$ cat src/hw/rtl/anu_pkg.sv
package anu_pkg;

   localparam int WinDepth          = 4;
   localparam int BufLen            = WinDepth + 1;
   localparam int LongCode          = 4;
   localparam int ShortCode         = 3;
   localparam int CodeAtLen         = BufLen + 1;
   localparam int PadLen            = CodeAtLen + LongCode - 1;
   localparam int MaxRes            = 4;
   localparam int QueueDepthDefault = 4;

   localparam logic [4:0] TypeMask  = 5'h1f;
   localparam logic [7:0] ZeroByte  = 8'h00;
   localparam logic [7:0] OneByte   = 8'h01;
   localparam logic [7:0] PadByte   = 8'hff;

   typedef struct packed {
      logic [7:0] payload_byte;
      logic       nal_first;
      logic       nal_last;
      logic [4:0] unit_type;
   } result_type;

   // one input byte's worth of results; last_idx is the count minus one
   typedef struct packed {
      logic [1:0]                   last_idx;
      result_type [MaxRes-1:0]      item;
   } group_type;

   typedef struct packed {
      logic      valid;
      group_type group;
   } head_type;

endpackage

$ cat src/hw/rtl/anu_if.sv
interface anu_req_if;
   logic       valid;
   logic       ready;
   logic [7:0] data_byte;
   logic       unit_last;

   modport source (output valid, output data_byte, output unit_last, input ready);
   modport sink (input valid, input data_byte, input unit_last, output ready);
endinterface

interface anu_rsp_if;
   logic       valid;
   logic       ready;
   logic [7:0] payload_byte;
   logic       nal_first;
   logic       nal_last;
   logic [4:0] unit_type;
   logic       run_last;

   modport source (output valid, output payload_byte, output nal_first, output nal_last,
                   output unit_type, output run_last, input ready);
   modport sink (input valid, input payload_byte, input nal_first, input nal_last,
                 input unit_type, input run_last, output ready);
endinterface

$ cat src/hw/rtl/anu_front.sv
module anu_front
   import anu_pkg::*;
(
   input  logic       clock,
   input  logic       reset,
   input  logic       in_valid,
   output logic       in_ready,
   input  logic [7:0] in_byte,
   input  logic       in_last,
   input  logic       queue_full,
   output logic       push,
   output group_type  push_group
);

   logic [7:0] win_ff [WinDepth];
   logic [7:0] win_in [WinDepth];
   logic [2:0] fill_ff, fill_in;
   logic       inside_ff, inside_in;
   logic [1:0] skip_ff, skip_in;
   logic       first_pend_ff, first_pend_in;
   logic [4:0] type_ff, type_in;
   logic       spill_valid_ff, spill_valid_in;
   result_type spill_ff, spill_in;

   logic       accept;
   logic [2:0] n;
   logic [7:0] win_buf [PadLen];
   logic       long_at [CodeAtLen];
   logic       short_at [CodeAtLen];
   result_type res [MaxRes+1];
   logic [2:0] cnt;
   logic       lp_inside, lp_first_pend;
   logic [1:0] lp_skip;
   logic [4:0] lp_type;

   assign in_ready = !queue_full;
   assign accept   = in_valid && in_ready;
   assign n        = fill_ff + 3'd1;

   // window plus the new byte, padded so the code search never reads past the end
   always_comb begin
      for (int k = 0; k < PadLen; k++) begin
         if (k < WinDepth && k < int'(fill_ff)) begin
            win_buf[k] = win_ff[k];
         end else if (k < BufLen) begin
            win_buf[k] = in_byte;
         end else begin
            win_buf[k] = PadByte;
         end
      end
      for (int p = 0; p < CodeAtLen; p++) begin
         long_at[p]  = (p + LongCode <= int'(n)) && win_buf[p] == ZeroByte &&
                       win_buf[p+1] == ZeroByte && win_buf[p+2] == ZeroByte &&
                       win_buf[p+3] == OneByte;
         short_at[p] = (p + ShortCode <= int'(n)) && win_buf[p] == ZeroByte &&
                       win_buf[p+1] == ZeroByte && win_buf[p+2] == OneByte;
      end
   end

   // settle positions in order; the end of a unit flushes the whole window
   always_comb begin
      logic active;
      logic is_first;
      logic is_last;
      lp_inside     = inside_ff;
      lp_first_pend = first_pend_ff;
      lp_skip       = skip_ff;
      lp_type       = type_ff;
      cnt           = {2'b00, spill_valid_ff};
      for (int s = 0; s <= MaxRes; s++) begin
         res[s] = spill_ff;
      end
      for (int i = 0; i < BufLen; i++) begin
         active   = in_last ? (i < int'(n)) : (i == 0 && int'(n) == BufLen);
         is_first = 1'b0;
         is_last  = 1'b0;
         if (active) begin
            if (lp_skip != 2'd0) begin
               lp_skip = lp_skip - 2'd1;
            end else if (long_at[i] || short_at[i]) begin
               lp_skip       = long_at[i] ? 2'(LongCode - 1) : 2'(ShortCode - 1);
               lp_inside     = 1'b1;
               lp_first_pend = 1'b1;
            end else if (lp_inside) begin
               is_first = lp_first_pend;
               if (lp_first_pend) begin
                  lp_type       = win_buf[i][4:0] & TypeMask;
                  lp_first_pend = 1'b0;
               end
               is_last = (i + 1 >= int'(n)) || long_at[i+1] || short_at[i+1];
               if (int'(cnt) <= MaxRes) begin
                  res[cnt] = '{payload_byte: win_buf[i], nal_first: is_first,
                               nal_last: is_last, unit_type: lp_type};
               end
               cnt = cnt + 3'd1;
            end
         end
      end
   end

   always_comb begin
      push                = accept && cnt != 3'd0;
      push_group.last_idx = (int'(cnt) > MaxRes) ? 2'(MaxRes - 1) : 2'(cnt - 3'd1);
      for (int s = 0; s < MaxRes; s++) begin
         push_group.item[s] = res[s];
      end
   end

   always_comb begin
      win_in         = win_ff;
      fill_in        = fill_ff;
      inside_in      = inside_ff;
      skip_in        = skip_ff;
      first_pend_in  = first_pend_ff;
      type_in        = type_ff;
      spill_valid_in = spill_valid_ff;
      spill_in       = spill_ff;
      if (accept) begin
         spill_valid_in = int'(cnt) == MaxRes + 1;
         spill_in       = res[MaxRes];
         if (in_last) begin
            for (int k = 0; k < WinDepth; k++) begin
               win_in[k] = ZeroByte;
            end
            fill_in       = '0;
            inside_in     = 1'b0;
            skip_in       = '0;
            first_pend_in = 1'b0;
            type_in       = '0;
         end else begin
            inside_in     = lp_inside;
            skip_in       = lp_skip;
            first_pend_in = lp_first_pend;
            type_in       = lp_type;
            if (int'(n) == BufLen) begin
               for (int k = 0; k < WinDepth; k++) begin
                  win_in[k] = win_buf[k+1];
               end
               fill_in = 3'(WinDepth);
            end else begin
               win_in[fill_ff[1:0]] = in_byte;
               fill_in              = n;
            end
         end
      end
   end

   always_ff @(posedge clock) begin
      spill_ff <= spill_in;
      if (reset) begin
         for (int k = 0; k < WinDepth; k++) begin
            win_ff[k] <= ZeroByte;
         end
         fill_ff        <= '0;
         inside_ff      <= 1'b0;
         skip_ff        <= '0;
         first_pend_ff  <= 1'b0;
         type_ff        <= '0;
         spill_valid_ff <= 1'b0;
      end else begin
         win_ff         <= win_in;
         fill_ff        <= fill_in;
         inside_ff      <= inside_in;
         skip_ff        <= skip_in;
         first_pend_ff  <= first_pend_in;
         type_ff        <= type_in;
         spill_valid_ff <= spill_valid_in;
      end
   end

endmodule

$ cat src/hw/rtl/anu_queue.sv
module anu_queue
   import anu_pkg::*;
#(
   parameter int Depth = QueueDepthDefault
) (
   input  logic      clock,
   input  logic      reset,
   input  logic      push,
   input  group_type push_group,
   output logic      full,
   output head_type  head,
   input  logic      pop
);

   localparam int AddrW = $clog2(Depth);
   localparam int CntW  = $clog2(Depth + 1);

   group_type        mem_ff [Depth];
   logic [AddrW-1:0] wr_ptr_ff, wr_ptr_in;
   logic [AddrW-1:0] rd_ptr_ff, rd_ptr_in;
   logic [CntW-1:0]  count_ff, count_in;
   logic             do_push, do_pop;

   assign full       = count_ff == CntW'(Depth);
   assign head.valid = count_ff != '0;
   assign head.group = mem_ff[rd_ptr_ff];
   assign do_push    = push && !full;
   assign do_pop     = pop && head.valid;

   always_comb begin
      wr_ptr_in = wr_ptr_ff;
      rd_ptr_in = rd_ptr_ff;
      count_in  = count_ff;
      if (do_push) begin
         wr_ptr_in = (wr_ptr_ff == AddrW'(Depth - 1)) ? '0 : wr_ptr_ff + 1'b1;
      end
      if (do_pop) begin
         rd_ptr_in = (rd_ptr_ff == AddrW'(Depth - 1)) ? '0 : rd_ptr_ff + 1'b1;
      end
      if (do_push && !do_pop) begin
         count_in = count_ff + 1'b1;
      end else if (do_pop && !do_push) begin
         count_in = count_ff - 1'b1;
      end
   end

   always_ff @(posedge clock) begin
      if (do_push) begin
         mem_ff[wr_ptr_ff] <= push_group;
      end
      if (reset) begin
         wr_ptr_ff <= '0;
         rd_ptr_ff <= '0;
         count_ff  <= '0;
      end else begin
         wr_ptr_ff <= wr_ptr_in;
         rd_ptr_ff <= rd_ptr_in;
         count_ff  <= count_in;
      end
   end

endmodule

$ cat src/hw/rtl/anu_back.sv
module anu_back
   import anu_pkg::*;
(
   input  logic       clock,
   input  logic       reset,
   input  head_type   head,
   output logic       pop,
   output logic       out_valid,
   input  logic       out_ready,
   output result_type out_item,
   output logic       out_run_last
);

   logic       valid_ff, valid_in;
   result_type item_ff, item_in;
   logic       run_last_ff, run_last_in;
   logic [1:0] sub_ff, sub_in;
   logic       load, done;

   assign load         = head.valid && (!valid_ff || out_ready);
   assign done         = sub_ff == head.group.last_idx;
   assign pop          = load && done;
   assign out_valid    = valid_ff;
   assign out_item     = item_ff;
   assign out_run_last = run_last_ff;

   // walk the head group one result per transfer
   always_comb begin
      valid_in    = valid_ff;
      item_in     = item_ff;
      run_last_in = run_last_ff;
      sub_in      = sub_ff;
      if (load) begin
         valid_in    = 1'b1;
         item_in     = head.group.item[sub_ff];
         run_last_in = done;
         sub_in      = done ? 2'd0 : sub_ff + 2'd1;
      end else if (out_ready) begin
         valid_in = 1'b0;
      end
   end

   always_ff @(posedge clock) begin
      item_ff     <= item_in;
      run_last_ff <= run_last_in;
      if (reset) begin
         valid_ff <= 1'b0;
         sub_ff   <= '0;
      end else begin
         valid_ff <= valid_in;
         sub_ff   <= sub_in;
      end
   end

endmodule

$ cat src/hw/rtl/annexb_nal_unit_splitter.sv
// Path: a payload byte is settled when the fourth byte after it is taken, or by the
//   unit's last byte; its result then goes through the group queue and rsp register.
// Throughput: one byte per cycle while results keep pace; the last byte of a unit
//   releases up to five results, drained one per cycle from the queue as rsp is ready.
// Reset: synchronous, active high; clears the window, parser state, queue and output.
module annexb_nal_unit_splitter
   import anu_pkg::*;
#(
   parameter int QueueDepth = QueueDepthDefault
) (
   input logic     clock,
   input logic     reset,
   anu_req_if.sink   req_chan,
   anu_rsp_if.source rsp_chan
);

   logic       push, full, pop;
   group_type  push_group;
   head_type   head;
   result_type out_item;

   anu_front u_front (
      .clock      (clock),
      .reset      (reset),
      .in_valid   (req_chan.valid),
      .in_ready   (req_chan.ready),
      .in_byte    (req_chan.data_byte),
      .in_last    (req_chan.unit_last),
      .queue_full (full),
      .push       (push),
      .push_group (push_group)
   );

   anu_queue #(
      .Depth (QueueDepth)
   ) u_queue (
      .clock      (clock),
      .reset      (reset),
      .push       (push),
      .push_group (push_group),
      .full       (full),
      .head       (head),
      .pop        (pop)
   );

   anu_back u_back (
      .clock        (clock),
      .reset        (reset),
      .head         (head),
      .pop          (pop),
      .out_valid    (rsp_chan.valid),
      .out_ready    (rsp_chan.ready),
      .out_item     (out_item),
      .out_run_last (rsp_chan.run_last)
   );

   assign rsp_chan.payload_byte = out_item.payload_byte;
   assign rsp_chan.nal_first    = out_item.nal_first;
   assign rsp_chan.nal_last     = out_item.nal_last;
   assign rsp_chan.unit_type    = out_item.unit_type;

endmodule

$ cat src/flat_wrapper.sv
// flat-port wrapper written by rule: the top's interface ports become plain ports
module annexb_nal_unit_splitter_flat import anu_pkg::*;
#(
   parameter int QueueDepth = QueueDepthDefault
)
  (clock, reset, req_chan_valid, req_chan_data_byte, req_chan_unit_last, req_chan_ready, rsp_chan_valid, rsp_chan_payload_byte, rsp_chan_nal_first, rsp_chan_nal_last, rsp_chan_unit_type, rsp_chan_run_last, rsp_chan_ready);
  anu_req_if req_chan_i ();
  anu_rsp_if rsp_chan_i ();
  input logic clock;
  input logic reset;
  input wire logic [$bits(req_chan_i.valid)-1:0] req_chan_valid;
  input wire logic [$bits(req_chan_i.data_byte)-1:0] req_chan_data_byte;
  input wire logic [$bits(req_chan_i.unit_last)-1:0] req_chan_unit_last;
  output wire logic [$bits(req_chan_i.ready)-1:0] req_chan_ready;
  output wire logic [$bits(rsp_chan_i.valid)-1:0] rsp_chan_valid;
  output wire logic [$bits(rsp_chan_i.payload_byte)-1:0] rsp_chan_payload_byte;
  output wire logic [$bits(rsp_chan_i.nal_first)-1:0] rsp_chan_nal_first;
  output wire logic [$bits(rsp_chan_i.nal_last)-1:0] rsp_chan_nal_last;
  output wire logic [$bits(rsp_chan_i.unit_type)-1:0] rsp_chan_unit_type;
  output wire logic [$bits(rsp_chan_i.run_last)-1:0] rsp_chan_run_last;
  input wire logic [$bits(rsp_chan_i.ready)-1:0] rsp_chan_ready;
  assign req_chan_i.valid = req_chan_valid;
  assign req_chan_i.data_byte = req_chan_data_byte;
  assign req_chan_i.unit_last = req_chan_unit_last;
  assign req_chan_ready = req_chan_i.ready;
  assign rsp_chan_valid = rsp_chan_i.valid;
  assign rsp_chan_payload_byte = rsp_chan_i.payload_byte;
  assign rsp_chan_nal_first = rsp_chan_i.nal_first;
  assign rsp_chan_nal_last = rsp_chan_i.nal_last;
  assign rsp_chan_unit_type = rsp_chan_i.unit_type;
  assign rsp_chan_run_last = rsp_chan_i.run_last;
  assign rsp_chan_i.ready = rsp_chan_ready;
  annexb_nal_unit_splitter #(.QueueDepth(QueueDepth)) u_core (.clock(clock), .reset(reset), .req_chan(req_chan_i), .rsp_chan(rsp_chan_i));
endmodule
$ cat config.mk
export PLATFORM = sky130hd
export DESIGN_NAME = annexb_nal_unit_splitter_flat
export DESIGN_NICKNAME = d
export VERILOG_FILES = /design/src/hw/rtl/anu_pkg.sv /design/src/hw/rtl/anu_if.sv /design/src/hw/rtl/anu_front.sv /design/src/hw/rtl/anu_queue.sv /design/src/hw/rtl/anu_back.sv /design/src/hw/rtl/annexb_nal_unit_splitter.sv /design/src/flat_wrapper.sv
export SDC_FILE = /design/constraint.sdc
export NUM_CORES = 1
export LEC_CHECK = 0
export ABC_AREA = 0
export BUFFER_PORTS_ARGS = -buffer_cell sky130_fd_sc_hd__buf_2
export CAP_MARGIN = 20
export CORE_MARGIN = 2
export CORE_UTILIZATION = 45
export CTS_CLUSTER_DIAMETER = 30
export DETAILED_ROUTE_END_ITERATION = 12
export MAX_ROUTING_LAYER = met4
export PLACE_DENSITY_LB_ADDON = 0.1
export SYNTH_ARGS = -nofsm -noshare
export SYNTH_HDL_FRONTEND = slang
export SYNTH_HIERARCHICAL = 1
export SYNTH_SLANG_ARGS = --single-unit
export TNS_END_PERCENT = 1
$ cat constraint.sdc
create_clock -name clock -period 9.5 [get_ports clock]
set_input_delay 0.95 -clock clock [delete_from_list [all_inputs] [get_ports clock]]
set_output_delay 0.95 -clock clock [all_outputs]
set_load 0.005 [all_outputs]
==> results_dict.tcl <==
set metrics [dict create \
    drv_cap 0 \
    track_usage_pct 26.0 \
    synth_top_cell_by_area "edfxtp_1" \
    synth-seq-cells 336 \
    tritoncts "done" \
    post-route-period-util_pct 83.9 \
    post-synth-top-count-cell "edfxtp_1" \
    clockRootBuffer "clkbuf_16" \
    synth.distinct_cells 93 \
    cp.arrival_ns 8.50 \
    syn_inst 1629 \
    reg2reg_setup_slack_ns 1.53 \
    synth_top_cell_area_share_pct 43.0 \
    vias 13600 \
    fin_nets 1655 \
    cts_resized 0 \
    rows 76 \
    drt-initial-drc-count 929 \
    post-route-util_pct 52.6 \
    critPathLaunchType "flop" \
    numCtsBuffers 88 \
    synth_area_leaders "edfxtp_1, mux4_2, mux2i_1" \
    wl_per_cell_um 24.3 \
    clkLatencyLatePin_ns 0.63 \
    synth_compound_area_share_pct 11.5 \
    crit_type "reg2reg" \
    seq_area_frac_synth_pct 48.9 \
    hp-start "u_core/u_front/win_ff[2]" \
    synthAdderAreaFrac_pct 1.65 \
    holdPathEnd "u_core/u_front/win_ff[2]" \
    critPathCaptureType "flop" \
    wirelength_um 55100 \
    core_area_um2 42900 \
    ant_nets 0 \
    hold_buffers 0 \
    clkTransAtPathRegs_ns 0.04 \
    status "finished clean" \
    skew_ns 0.0478 \
    drt_pass1_iterations 7 \
    synth_warnings 6 \
    pin_count 31 \
    hold_depth 2 \
    worstPathMaxFanout 17 \
    rsz0062_at_grt "no" \
    route.detailed.drc 0 \
    overflow 0 \
    antenna_found_initial 1 \
    syn_area_per_cell_um2 11.9 \
    max_stage_delay_ns 0.67 \
    synth-edff-count 279 \
    synth_commonest_cells "edfxtp_1, nor2_1, mux2i_1, nand2_1, a21oi_1" \
    grt_pass1_vias 13400 \
    setup_viol 0 \
    die_area_um2 44900 \
    synth-simple-area-share_pct 10.6 \
    antenna_cells 0 \
    hold_path.class "reg2reg" \
    dp.final_hpwl_um 36100 \
    reg2reg_to "u_core/u_queue/count_ff[2]" \
    cts_setup_buffers 0 \
    ir_drop_mv 0.127 \
    die_w_um 212 \
    finalSetupTns_ns 0 \
    grt_pass1_wl_um 83800 \
    hold_viol 0 \
    syn_to_final_growth_pct 15.8 \
    clock_sinks 336 \
    synth_xor_area_share_pct 0.804 \
    slew_viol_final 0 \
    cts.path.max_buffers 3 \
    die_h_um 212 \
    maxSlewHeadroom_pct 23.3 \
    via_per_inst 5.97 \
    place_congestion 0.908 \
    p_leak_nw 7.04 \
    syn_area_um2 19500 \
    p_per_area_nw_per_um2 206 \
    drive_gt1_share_pct 23.6 \
    worst_path_most_repeated_cell "ha_1" \
    port_buffers 30 \
    reg2reg_depth 28 \
    h-tree-depth 3 \
    reg2reg_from "u_core/u_front/fill_ff[2]" \
    synth_flop_cell "edfxtp_1" \
    worstMarginPinSlew_ns 1.14 \
    critPathSlowestCell "mux2i_1" \
    synth_mux_area_share_pct 20.2 \
    period_minus_slack_ns 7.97 \
    critPathRequiredTime_ns 10.03 \
    synth_top_family_by_area "multiplexers" \
    initial_utilization_pct 45.4 \
    grt_start_max_net_pins 63 \
    fmaxAchievable_mhz 126 \
    async_flop_share_pct 0 \
    synthesis.nets 1667 \
]
-- per-layer routing --
layer  track usage (%)  routed length (µm)  vias up
li1                  -                   -     6233
met1              35.6               25000     6738
met2              37.8               24900      497
met3              4.79                3490      106
met4              11.5                1740        0
met5                 -                   0        -
-- kinds of logic after synthesis --
kind of cell	Yosys count
AND/OR/NAND/NOR	420
AO/OA/AOI/OAI	338
flip-flops	336
multiplexers	286
buffers and inverters	210
adder cells (fa/ha/maj)	25
XOR/XNOR	14
-- cell type report --
class	count	area (µm²)
timing repair buffer	76	577
fill	3710	20300
tap	585	732
sequential	336	9520
inverter	32	128
clock buffer	120	2420
multi-input combinational	1083	8740
clock inverter	40	423
-- flip-flops by register name, indices dropped and copies added (netlist names), 2 cells and up, named ones only --
| name | cells |
|---|---|
| u_core/u_front/fill_ff | 3 |
| u_core/u_front/win_ff | 32 |
| u_core/u_front/spill_ff | 15 |
| u_core/u_queue/count_ff | 3 |
| u_core/u_queue/mem_ff | 248 |
| u_core/u_back/sub_ff | 2 |
| u_core/u_queue/wr_ptr_ff | 2 |
| u_core/u_back/out_item | 15 |
| u_core/u_front/type_ff | 5 |
| u_core/u_front/skip_ff | 2 |
| u_core/u_queue/rd_ptr_ff | 2 |
-- worst max-delay path, delay by kind of cell (launching register included) --
kind	cells	cell delay, ns
xor gates and xnor gates	1	0.18
buffers and inverters	4	0.63
DFF	1	0.50
adders and majority gates	7	2.02
AOI/OAI and AO/OA	5	1.76
and+or+nand+nor	8	1.70
muxes	3	1.11
-- how the worst max path moves through the flow --
stage	startpoint	to
finish	u_core/u_front/fill_ff[2]	u_core/u_queue/count_ff[2]
global route	u_core/u_front/fill_ff[2]	u_core/u_queue/count_ff[2]
CTS	u_core/u_front/fill_ff[2]	u_core/u_queue/count_ff[2]
detailed placement	req_chan_data_byte[4]	u_core/u_queue/count_ff[2]
global placement	req_chan_data_byte[4]	u_core/u_queue/count_ff[2]
floorplan	req_chan_data_byte[4]	u_core/u_queue/count_ff[2]
-- cells in the final DEF, fill, tap and decap left out, types with 7 or more instances in the layout --
cell / n
clkinv_2: 18
o21ai_1: 24
mux2i_1: 133
nand4_1: 8
mux2_1: 15
clkbuf_1: 23
o211ai_1: 45
a211oi_1: 20
xnor2_1: 7
edfxtp_1: 279
or3_1: 11
nor3_1: 29
nor2_1: 136
clkinv_1: 8
clkbuf_8: 8
nand3_1: 47
o22a_1: 7
and3_1: 14
a31oi_1: 7
nand2b_1: 7
nand2_1: 99
a22oi_1: 18
dfxtp_1: 55
and2_1: 9
mux4_2: 77
clkbuf_16: 89
buf_2: 30
o21ai_0: 55
a21oi_1: 97
ha_1: 24
inv_1: 28
buf_4: 39
mux2_2: 57
nor4_1: 12
-- stage by stage --
stage / power [mW] / setup slack (ns) / area [µm²] / std cells / hold slack [ns]
after floorplan: 1.80 / 2.19 / 19500 / 1629 / 0.432
after global placement: 1.87 / 1.38 / 19600 / 2109 / 0.462
after detailed placement: 1.87 / 1.25 / 19700 / 2111 / 0.460
after CTS: 4.69 / 1.55 / 22500 / 2271 / 0.463
after global routing: 4.79 / 0.927 / 22500 / 2272 / 0.476
final: 4.64 / 1.53 / 22500 / 2272 / 0.464
-- power by group --
group / switching [mW] / internal, mW / total (mW)
clock network: 0.886 / 1.91 / 2.79
registers: 0.0108 / 1.61 / 1.62
logic: 0.162 / 0.0708 / 0.232
Power figures use the tool's default switching activity.
